$ cat src/hdl/pbd_pkg.sv
// ----------------------------------------------------------------------------
// pbd_pkg
// Types and constants shared by the pulse beat detector modules.
// ----------------------------------------------------------------------------
package pbd_pkg;

    localparam int SAMPLE_W = 10;
    localparam int GAP_W    = 16;
    localparam int BEATS_W  = 8;
    localparam int PHASE_W  = 4;
    localparam int BPM_W    = 12;
    localparam int CFG_IDX_W  = 2;
    localparam int CFG_DATA_W = 16;

    localparam logic [1:0] FUNC_SAMPLE = 2'd0;
    localparam logic [1:0] FUNC_TICK   = 2'd1;
    localparam logic [1:0] FUNC_START  = 2'd2;
    localparam logic [1:0] FUNC_NOP    = 2'd3;

    localparam logic [CFG_IDX_W-1:0] CFG_MIN_GAP     = 2'd0;
    localparam logic [CFG_IDX_W-1:0] CFG_DEFAULT_THR = 2'd1;

    localparam logic [GAP_W-1:0]    RST_MIN_GAP   = 16'd900;
    localparam logic [SAMPLE_W-1:0] RST_THRESHOLD = 10'd550;
    localparam logic [SAMPLE_W-1:0] RST_LEVEL_MIN = 10'd1000;
    localparam logic [PHASE_W-1:0]  RST_CAL_PHASE = 4'd10;
    localparam logic [PHASE_W-1:0]  WEAK_PHASE    = 4'd5;
    localparam logic [PHASE_W-1:0]  RECAL_PHASE   = 4'd3;
    localparam logic [BEATS_W-1:0]  WEAK_BEATS    = 8'd4;
    localparam logic [SAMPLE_W:0]   THR_OFFSET    = 11'd30;
    localparam logic [GAP_W-1:0]    GAP_MAX       = 16'hFFFF;
    localparam logic [BEATS_W-1:0]  BEATS_MAX     = 8'hFF;
    localparam logic [SAMPLE_W-1:0] THR_MAX       = 10'd1023;

    typedef struct packed {
        logic [1:0]          func;
        logic [SAMPLE_W-1:0] sample;
    } t_in;

    typedef struct packed {
        logic                beat;
        logic [GAP_W-1:0]    beat_gap;
        logic                bpm_valid;
        logic [BPM_W-1:0]    bpm;
        logic [SAMPLE_W-1:0] threshold;
    } t_out;

    typedef struct packed {
        logic [GAP_W-1:0]    min_gap_samples;
        logic [SAMPLE_W-1:0] default_threshold;
    } t_cfg;

endpackage

$ cat src/hdl/pbd_cfg.sv
// ----------------------------------------------------------------------------
// pbd_cfg
// Configuration registers for the minimum beat gap and default threshold.
// ----------------------------------------------------------------------------
module pbd_cfg (
    input  logic                             i_clk,
    input  logic                             i_rst_n,
    input  logic                             i_cfg_valid,
    output logic                             o_cfg_ready,
    input  logic [pbd_pkg::CFG_IDX_W-1:0]    i_cfg_index,
    input  logic [pbd_pkg::CFG_DATA_W-1:0]   i_cfg_data,
    output pbd_pkg::t_cfg                    o_cfg
);

    pbd_pkg::t_cfg r_cfg;

    assign o_cfg_ready = 1'b1;
    assign o_cfg       = r_cfg;

    always_ff @(posedge i_clk) begin
        if (!i_rst_n) begin
            r_cfg.min_gap_samples   <= pbd_pkg::RST_MIN_GAP;
            r_cfg.default_threshold <= pbd_pkg::RST_THRESHOLD;
        end else if (i_cfg_valid) begin
            if (i_cfg_index == pbd_pkg::CFG_MIN_GAP) begin
                r_cfg.min_gap_samples <= i_cfg_data[pbd_pkg::GAP_W-1:0];
            end else if (i_cfg_index == pbd_pkg::CFG_DEFAULT_THR) begin
                r_cfg.default_threshold <= i_cfg_data[pbd_pkg::SAMPLE_W-1:0];
            end
        end
    end

endmodule

$ cat src/hdl/pbd_core.sv
// ----------------------------------------------------------------------------
// pbd_core
// Detector state and the combinational update for one request.
// ----------------------------------------------------------------------------
module pbd_core #(
    parameter int SAMPLE_BITS = 10
) (
    input  logic          i_clk,
    input  logic          i_rst_n,
    input  logic          i_en,
    input  pbd_pkg::t_in  i_item,
    input  pbd_pkg::t_cfg i_cfg,
    output pbd_pkg::t_out o_result
);

    localparam int SW   = pbd_pkg::SAMPLE_W;
    localparam int KEEP = (SAMPLE_BITS < SW) ? SAMPLE_BITS : SW;
    localparam logic [SW-1:0] SAMPLE_MASK = SW'((32'd1 << KEEP) - 32'd1);

    logic                          r_pulse_high, n_pulse_high;
    logic [pbd_pkg::GAP_W-1:0]     r_gap_count, n_gap_count;
    logic [pbd_pkg::BEATS_W-1:0]   r_window_beats, n_window_beats;
    logic [pbd_pkg::BEATS_W-1:0]   r_prev_beats, n_prev_beats;
    logic [pbd_pkg::PHASE_W-1:0]   r_cal_phase, n_cal_phase;
    logic [SW-1:0]                 r_level_max, n_level_max;
    logic [SW-1:0]                 r_level_min, n_level_min;
    logic [SW-1:0]                 r_threshold, n_threshold;

    logic [SW-1:0]                 s;
    logic [pbd_pkg::PHASE_W-1:0]   phase_eff;
    logic [pbd_pkg::BEATS_W:0]     beat_sum;
    logic [SW:0]                   level_sum;
    logic [SW:0]                   recal_half;
    logic [SW-1:0]                 recal_thr;

    assign s         = i_item.sample & SAMPLE_MASK;
    assign beat_sum  = {1'b0, r_prev_beats} + {1'b0, r_window_beats};
    assign level_sum = {1'b0, r_level_max} + {1'b0, r_level_min};

    always_comb begin
        recal_half = '0;
        if (level_sum >= pbd_pkg::THR_OFFSET) begin
            recal_half = (level_sum - pbd_pkg::THR_OFFSET) >> 1;
        end
        if (r_level_max == '0 || r_level_min == '0) begin
            recal_thr = i_cfg.default_threshold;
        end else if (recal_half[SW]) begin
            recal_thr = pbd_pkg::THR_MAX;
        end else begin
            recal_thr = recal_half[SW-1:0];
        end
    end

    always_comb begin
        n_pulse_high   = r_pulse_high;
        n_gap_count    = r_gap_count;
        n_window_beats = r_window_beats;
        n_prev_beats   = r_prev_beats;
        n_cal_phase    = r_cal_phase;
        n_level_max    = r_level_max;
        n_level_min    = r_level_min;
        n_threshold    = r_threshold;
        phase_eff      = r_cal_phase;
        o_result       = '0;

        unique case (i_item.func)
            pbd_pkg::FUNC_SAMPLE: begin
                if (s > r_threshold && !r_pulse_high
                        && r_gap_count > i_cfg.min_gap_samples) begin
                    n_pulse_high = 1'b1;
                    if (r_window_beats != pbd_pkg::BEATS_MAX) begin
                        n_window_beats = r_window_beats + 1'b1;
                    end
                    o_result.beat     = 1'b1;
                    o_result.beat_gap = r_gap_count;
                    n_gap_count       = '0;
                end else if (r_pulse_high && s < r_threshold) begin
                    n_pulse_high = 1'b0;
                end else if (!r_pulse_high) begin
                    if (r_gap_count != pbd_pkg::GAP_MAX) begin
                        n_gap_count = r_gap_count + 1'b1;
                    end
                end
                if (r_cal_phase != '0) begin
                    if (s > r_level_max) begin
                        n_level_max = s;
                    end else if (s < r_level_min) begin
                        n_level_min = s;
                    end
                end
            end
            pbd_pkg::FUNC_TICK: begin
                o_result.bpm_valid = 1'b1;
                if (r_prev_beats != '0) begin
                    o_result.bpm = pbd_pkg::BPM_W'({1'b0, beat_sum, 2'b00}
                                                   + {2'b00, beat_sum, 1'b0});
                end else begin
                    o_result.bpm = pbd_pkg::BPM_W'({1'b0, r_window_beats, 3'b000}
                                                   + {2'b00, r_window_beats, 2'b00});
                end
                if (r_window_beats > pbd_pkg::WEAK_BEATS) begin
                    n_prev_beats = r_window_beats;
                end else begin
                    phase_eff    = pbd_pkg::WEAK_PHASE;
                    n_prev_beats = '0;
                end
                n_window_beats = '0;
                if (phase_eff >= pbd_pkg::RECAL_PHASE) begin
                    n_cal_phase = '0;
                    n_threshold = recal_thr;
                    n_level_max = '0;
                end else begin
                    n_cal_phase = phase_eff + 1'b1;
                end
            end
            pbd_pkg::FUNC_START: begin
                n_threshold = i_cfg.default_threshold;
                n_level_min = pbd_pkg::RST_LEVEL_MIN;
                n_cal_phase = pbd_pkg::RST_CAL_PHASE;
            end
            pbd_pkg::FUNC_NOP: begin
            end
        endcase

        o_result.threshold = n_threshold;
    end

    always_ff @(posedge i_clk) begin
        if (!i_rst_n) begin
            r_pulse_high   <= 1'b0;
            r_gap_count    <= '0;
            r_window_beats <= '0;
            r_prev_beats   <= '0;
            r_cal_phase    <= pbd_pkg::RST_CAL_PHASE;
            r_level_max    <= '0;
            r_level_min    <= pbd_pkg::RST_LEVEL_MIN;
            r_threshold    <= pbd_pkg::RST_THRESHOLD;
        end else if (i_en) begin
            r_pulse_high   <= n_pulse_high;
            r_gap_count    <= n_gap_count;
            r_window_beats <= n_window_beats;
            r_prev_beats   <= n_prev_beats;
            r_cal_phase    <= n_cal_phase;
            r_level_max    <= n_level_max;
            r_level_min    <= n_level_min;
            r_threshold    <= n_threshold;
        end
    end

endmodule

$ cat src/hdl/pulse_beat_detector_bpm.sv
// A result appears in the cycle after its request is accepted.
// Throughput: one request per cycle while no held result is stalled; the
// whole update is one combinational pass from state into the result register.
// Reset is synchronous and active low; it restores the state and the
// configuration registers to their defaults and empties the result register.
// ----------------------------------------------------------------------------
// pulse_beat_detector_bpm
// Pulse-sensor beat detector with a self-calibrating threshold and BPM output.
// ----------------------------------------------------------------------------
module pulse_beat_detector_bpm #(
    parameter int SAMPLE_BITS = 10
) (
    input  logic                           i_clk,
    input  logic                           i_rst_n,
    input  logic                           i_in_valid,
    output logic                           o_in_stall,
    input  pbd_pkg::t_in                   i_in_data,
    output logic                           o_out_valid,
    input  logic                           i_out_stall,
    output pbd_pkg::t_out                  o_out_data,
    input  logic                           i_cfg_valid,
    output logic                           o_cfg_ready,
    input  logic [pbd_pkg::CFG_IDX_W-1:0]  i_cfg_index,
    input  logic [pbd_pkg::CFG_DATA_W-1:0] i_cfg_data
);

    pbd_pkg::t_cfg cfg;
    pbd_pkg::t_out result;
    logic          accept;
    logic          r_out_valid;
    pbd_pkg::t_out r_out_data;

    assign o_in_stall  = r_out_valid && i_out_stall;
    assign accept      = i_in_valid && !o_in_stall;
    assign o_out_valid = r_out_valid;
    assign o_out_data  = r_out_data;

    pbd_cfg u_cfg (
        .i_clk       (i_clk),
        .i_rst_n     (i_rst_n),
        .i_cfg_valid (i_cfg_valid),
        .o_cfg_ready (o_cfg_ready),
        .i_cfg_index (i_cfg_index),
        .i_cfg_data  (i_cfg_data),
        .o_cfg       (cfg)
    );

    pbd_core #(
        .SAMPLE_BITS (SAMPLE_BITS)
    ) u_core (
        .i_clk    (i_clk),
        .i_rst_n  (i_rst_n),
        .i_en     (accept),
        .i_item   (i_in_data),
        .i_cfg    (cfg),
        .o_result (result)
    );

    always_ff @(posedge i_clk) begin
        if (!i_rst_n) begin
            r_out_valid <= 1'b0;
        end else if (accept) begin
            r_out_valid <= 1'b1;
        end else if (!i_out_stall) begin
            r_out_valid <= 1'b0;
        end
    end

    always_ff @(posedge i_clk) begin
        if (accept) begin
            r_out_data <= result;
        end
    end

`ifndef SYNTHESIS
    a_accept_fills: assert property (@(posedge i_clk) disable iff (!i_rst_n)
        accept |=> o_out_valid)
        else $error("Accepted request produced no result.");

    a_stall_only_full: assert property (@(posedge i_clk) disable iff (!i_rst_n)
        o_in_stall |-> o_out_valid)
        else $error("Input stalled while the result register is empty.");

    a_beat_excl_bpm: assert property (@(posedge i_clk) disable iff (!i_rst_n)
        (o_out_valid && o_out_data.beat) |-> !o_out_data.bpm_valid)
        else $error("Beat and BPM reported in the same result.");

    a_gap_only_on_beat: assert property (@(posedge i_clk) disable iff (!i_rst_n)
        (o_out_valid && !o_out_data.beat) |-> (o_out_data.beat_gap == '0))
        else $error("Beat gap reported without a beat.");

    a_bpm_only_on_tick: assert property (@(posedge i_clk) disable iff (!i_rst_n)
        (o_out_valid && !o_out_data.bpm_valid) |-> (o_out_data.bpm == '0))
        else $error("BPM reported outside a window tick.");
`endif

endmodule

$ cat config.mk
export PLATFORM = sky130hd
export DESIGN_NAME = pulse_beat_detector_bpm
export DESIGN_NICKNAME = d
export VERILOG_FILES = /design/src/hdl/pbd_pkg.sv /design/src/hdl/pbd_cfg.sv /design/src/hdl/pbd_core.sv /design/src/hdl/pulse_beat_detector_bpm.sv
export SDC_FILE = /design/constraint.sdc
export NUM_CORES = 1
export LEC_CHECK = 0
export BUFFER_PORTS_ARGS = -buffer_cell sky130_fd_sc_hd__buf_2
export CAP_MARGIN = 0
export CORE_AREA = 4 4 143 172
export CTS_BUF_LIST = sky130_fd_sc_hd__clkbuf_8
export CTS_CLUSTER_SIZE = 28
export DETAILED_ROUTE_END_ITERATION = 8
export DIE_AREA = 0 0 147 176
export PLACE_DENSITY = 0.53
export SLEW_MARGIN = 20
export SYNTH_ARGS = -nofsm -noshare
export SYNTH_HDL_FRONTEND = slang
export SYNTH_SLANG_ARGS = --single-unit
export TNS_END_PERCENT = 10
$ cat constraint.sdc
create_clock -name i_clk -period 2.9 [get_ports i_clk]
set_input_delay 0.145 -clock i_clk [delete_from_list [all_inputs] [get_ports i_clk]]
set_output_delay 0.145 -clock i_clk [all_outputs]
set_load 0.05 [all_outputs]
# Word level (Yosys, flattened, before mapping)

Index checks and enable logic that the tools add are counted.

Multiplexer cells: 32
Equality and inequality tests: 15
Add/subtract/negate cells: 8
Bitwise logic cells: 1
Reduce and logical (&&, ||, !) cells: 29
Order comparisons: 8

Operator list:

| cell                                                                                 | number |
|---|---|
| 10-bit two-way mux                                                                   | 10 |
| 16-bit two-way mux                                                                   | 4 |
| 10-bit one-hot mux with 2 select lines                                               | 3 |
| 11-bit by 10-bit adder with 12-bit output                                            | 2 |
| 8-bit two-way mux                                                                    | 3 |
| 10-bit greater-than comparator                                                       | 2 |
| 10-bit zero test                                                                     | 2 |
| 10-bit < comparator                                                                  | 2 |
| 17-bit two-way mux                                                                   | 1 |
| 16-bit by 1-bit adder with 16-bit output, second input constant                      | 1 |
| 16-bit greater-than comparator                                                       | 1 |
| 16-bit inequality test, second input constant                                        | 1 |
| 2-bit by 1-bit inequality test with 1-bit output, second input constant              | 8 |
| 8-bit one-hot mux with 2 select lines                                                | 1 |
| 5-bit AND reduction                                                                  | 3 |
| 13-bit two-way mux                                                                   | 1 |
| 12-bit two-way mux                                                                   | 1 |
| 4-bit two-way mux                                                                    | 3 |
| 10-bit by 10-bit adder with 11-bit output                                            | 1 |
| 11-bit by 5-bit greater-or-equal comparator with 1-bit output, second input constant | 1 |
| 11-bit by 5-bit subtractor with 11-bit output, second input constant                 | 1 |
| 2-bit nonzero test                                                                   | 5 |
| 8-bit by 8-bit adder with 9-bit output                                               | 1 |
| 8-bit by 1-bit adder with 8-bit output, second input constant                        | 1 |
| other kinds (19)                                                                     | 34 |

Register bits: 134
Word-level logic and storage cells: 109
Output and inout bits: 43

# Logic depth before layout (Yosys ltp)

Word-level depth: 7
Depth in mapped cells: 17
Mapped depth without buffers: 14

# Cells and area by module

Synthesis repeated with hierarchy kept, for this count alone.

Cell total of the unflattened synthesis: 969
Area, all modules: 8744.6 um^2

Modules (own cells, without submodules):

| module                  | area each (um^2) | sequential area each (um^2) | times used | cells an instance |
|---|---|---|---|---|
| pbd_core                | 6426.2           | 1341.3                      | 1          | 814 |
| pulse_beat_detector_bpm | 1243.7           | 1221.2                      | 1          | 44 |
| pbd_cfg                 | 1074.8           | 520.5                       | 1          | 111 |

# Worst setup path after synthesis

Ideal clock, no wire load.

Path type: reg-to-reg
From: register u_core.r_window_beats[2] in the netlist's numbering
To: register u_core.r_level_max[0]
Slack: -0.202 ns
Arrival: 2.975 ns
Path buffers: 3
Required time: 2.772 ns
Cell stages (with the launch flop): 17
Clock period less this slack: 3.102 ns
Path through: dfxtp_1 > inv_1 > ha_1 > nand2b_1 > a32oi_1 > nand2b_1 > clkbuf_1 > nand2b_1 > ha_1 > nor3_1 > and2_1 > clkbuf_1 > nand2_1 > o2111ai_1 > clkbuf_1 > mux2i_1 > nor2_1

Cells in the longest elaborated chain, start to end: 6

Ends and longest elaborated chain:

| element                                                      | line            | source |
|---|---|---|
| from (decl)                                                  | pbd_core.sv:22  | `logic [pbd_pkg::BEATS_W-1:0] r_window_beats, n_window_beats;` |
| from (signal assigned)                                       | pbd_core.sv:141 | `r_window_beats <= n_window_beats;` |
| 8-bit by 3-bit greater-than comparator with 1-bit output     | pbd_core.sv:101 | `if (r_window_beats > pbd_pkg::WEAK_BEATS) begin` |
| 4-bit two-way mux                                            | pbd_core.sv:101 |  |
| 4-bit two-way mux                                            | pbd_core.sv:66  | `unique case (i_item.func)` |
| 4-bit by 2-bit greater-or-equal comparator with 1-bit output | pbd_core.sv:108 | `if (phase_eff >= pbd_pkg::RECAL_PHASE) begin` |
| 2-bit by 1-bit inequality test with 1-bit output (no line)   | -               |  |
| 5-bit AND reduction (no line)                                | -               |  |
| to (signal assigned)                                         | pbd_core.sv:144 | `r_level_max <= n_level_max;` |
| to (decl)                                                    | pbd_core.sv:25  | `logic [SW-1:0] r_level_max, n_level_max;` |

Every way passes these cells. The select of a mux whose other input is x is not followed.
A chain may end at the register's enable or synchronous reset.

==> key figures <==
Routing
  • DRT iter0 DRCs: between 200 and 300
  • Routed len/inst: 15.5 um
  • DR DRC count: 0
  • Routed WL: 23600 um
  • Antenna viol nets, final: 0
  • Via-to-Cell Ratio: 5.08
  • Via count: between 7000 and 8000
  • First drt pass iteration count: 5

Global routing
  • Vias in the first global route: 7604
  • Initial antenna violation count: 0
  • Gr usage total: 0.183
  • Largest net degree at the start of global routing: 46
  • First-pass GRT wire length: 38200 um
  • Grt total ovfl: 0

Job
  • Max Cap Violations: 0

Layout
  • Final #Nets: 1326
  • Fraction of layout cells with a size suffix above 1: 0.242
  • Synth-to-Final Area Change: 27.3%
  • Final Util: 0.477
  • # diodes: 0

Synthesis
  • Sequential share of the synthesized area: 0.355
  • Synth warn: 0
  • Post-synth EDFFs: 39
  • Post-synth ARST share: 0
  • Netlist Area Pre-Place: 8610 um2
  • Synthesized Nets: between 1000 and 1500
  • Post-Synthesis Cells: 1016
  • Yosys cell types: between 60 and 70
  • Most used DFF post-synth: dfxtp_1
  • Post-Synthesis Mean Instance Area: between 8 and 9 um2
  • Register bit count reported by yosys: about 130

Clock network
  • CTS Buf Count: 17
  • Clock latency on the worst-skew pair: 460 ps
  • Clock sinks: 133
  • Worst-path clk slew: 90 ps
  • Root buf cell: clkbuf_8
  • Htree depth: 4
  • CTS tree: done
  • Longest Clk Path Bufs: 2

Pwr
  • VDD IR max: 0.000259 V
  • Power, Total: around 4.6 mW
  • Leak pwr: about 4.7 nW
  • Power density over the cells: 417 nW/um2

Outcome
  • Status: finished with violations
  • Failing checks: negative setup slack

Die
  • Initial Util: 0.375
  • I/O pins: just under 80
  • Cell row count: just over 60
  • Total Die Area: 25900 um2
  • Core area: 23000 um2
  • Die width: 147 um
  • Die Y: ~180 um

Setup path
  • Critical Path Source Type: register
  • Crit path kind: register to register
  • Crit path cell chain: ha_4 -> fa_2 -> a211oi_4 -> o21ai_2 -> nor4b_2 -> buf_4 -> o21a_2 -> o41ai_2 -> buf_4 -> o21ai_1 -> a32oi_1 -> a21oi_1
  • CP required: 3100 ps
  • Slowest stage delay, CP: 370 ps
  • WP data arrival: 3150 ps
  • Critical Path Most Common Cell: buf_4
  • CP Capture Type: register
  • Crit path max-delay cell type: a211oi_4
  • Crit Path Max Fanout: 4

STA
  • Setup ws final: -47.9 ps
  • Setup TNS: -136 ps
  • Endpoints failing hold: 0
  • Slew Limit Fails: 0
  • Unrepaired setup endpoints after global routing: yes
  • Post-layout min period: 2950 ps
  • Final setup violation count: 6
  • Slew margin rel.: 0.491
  • Final worst path period share: 1.02
  • Clock Skew: 15.6 ps
  • Slew of the pin with the lowest slew margin: between 700 and 800 ps
  • F_max: 339 MHz

Placed design
  • GPL Wtd Cong: 0.841
  • Final HPWL DP: 17800 um
  • Port Buffer Count: 75

Hold path
  • Hold WC Path Type: primary input to register
[sequential cells by signal (all words and copies together) (netlist names)]
signal / cells
u_core.r_level_min: 10
u_core.r_pulse_high: 1
u_core.r_prev_beats: 8
u_core.r_threshold: 10
o_out_valid: 1
o_out_data: 39
u_core.r_gap_count: 16
u_cfg.o_cfg: 26
u_core.r_level_max: 10
u_core.r_cal_phase: 4
u_core.r_window_beats: 8
[cell families after synthesis]
kind of cell	count (synthesis)	synth area share
mux	12	0.0140
other cells	2	0.000872
simple gates	356	0.201
fa+ha+maj	98	0.146
xor+xnor	50	0.0517
buf+inv	127	0.0570
compound gates	238	0.175
flops	133	0.355
[metal layers]
metal | track usage | vias to the layer above | wire length [um] | part of all wire
met4 | 0.0559 | 0 | 530 | 0.022
met3 | 0.0367 | 34 | 907 | 0.038
met5 | 0 | - | 0 | 0
met2 | 0.327 | 159 | 11900 | 0.51
met1 | 0.221 | 3602 | 10200 | 0.43
li1 | - | 3926 | - | -
[area by class of cell]
cell class	instances	area, um2
Fill cell	2277	12000
Multi-Input combinational cell	756	5380
Sequential cell	133	3060
Timing Repair Buffer	202	1390
Tap cell	315	394
Inverter	83	313
Clock buffer	17	234
Clock inverter	15	188
[repair_timing]
action                                  4_1_cts  5_1_grt
setup buffers                                 2        3
endpoints found under the setup margin       21       61
hold buffers                                 19        0
gates resized for setup                      14       51
endpoints found under the hold margin        29        0
pin swaps                                    16       27
[final timing paths]
path	startpoint	end	slack [ps]	cells after the start
worst max-delay path	u_core.r_level_max[0]	o_out_data[8]	-50	12
worst min-delay path	i_in_data[9]	u_core.r_level_max[9]	30	3
worst max register to register	u_core.r_level_max[0]	o_out_data[8]	-50	12
worst min register to register	u_cfg.o_cfg[25]	u_cfg.o_cfg[25]	460	2
[critical path, delay by kind of cell, from the launching register on]
kind / cells / cell delay [ps]
AOI/OAI and AO/OA: 7 / 1330
adders and majority gates: 2 / 520
buffers and inverters: 2 / 330
DFF: 1 / 350
and+or+nand+nor: 1 / 170
[per-stage QoR]
stage	area (um2)	std cells	hold slack [ps]	worst slack, ps
6_report	11000	1521	32.2	-47.9
5_1_grt	11000	1521	17.8	-157
4_1_cts	10700	1518	10.3	-76.2
3_5_place_dp	10000	1465	384	-138
3_3_place_gp	10000	1465	386	-88.6
2_1_floorplan	8620	1016	269	-24.2
[power breakdown]
part | total [mW] | leakage [nW] | switching (mW) | internal [mW]
logic | 0.851 | 3.37 | 0.545 | 0.306
registers | 2.03 | 1.15 | 0.0413 | 1.99
clock network | 1.69 | 0.204 | 0.883 | 0.805
total | 4.57 | 4.72 | 1.47 | 3.10
[cell usage in the layout, fill, tap and decap left out, drive strengths merged, types with 12 or more instances in the layout]
cell type / instances
xnor2: 42
inv: 90
a21oi: 97
nand3: 32
mux2i: 12
o21ai: 38
a31oi: 12
nand2: 116
and3: 29
a21o: 21
o211ai: 14
ha: 94
dlygate4sd3: 19
dfxtp: 94
nor4: 14
nor2: 87
clkbuf: 17
buf: 183
nor3: 15
edfxtp: 39
[Yosys cell counts (all sizes together), types with 15 or more instances]
master,count,share of area
nor2,87,0.038
a21o,21,0.018
xnor2,42,0.044
dfxtp,94,0.22
a21oi,97,0.056
inv,82,0.036
edfxtp,39,0.14
nand2,116,0.051
clkbuf,38,0.017
ha,94,0.14
and3,29,0.021
o21ai,38,0.023
nand3,32,0.019
nor3,15,0.0087
Power figures use the tool's default switching activity.
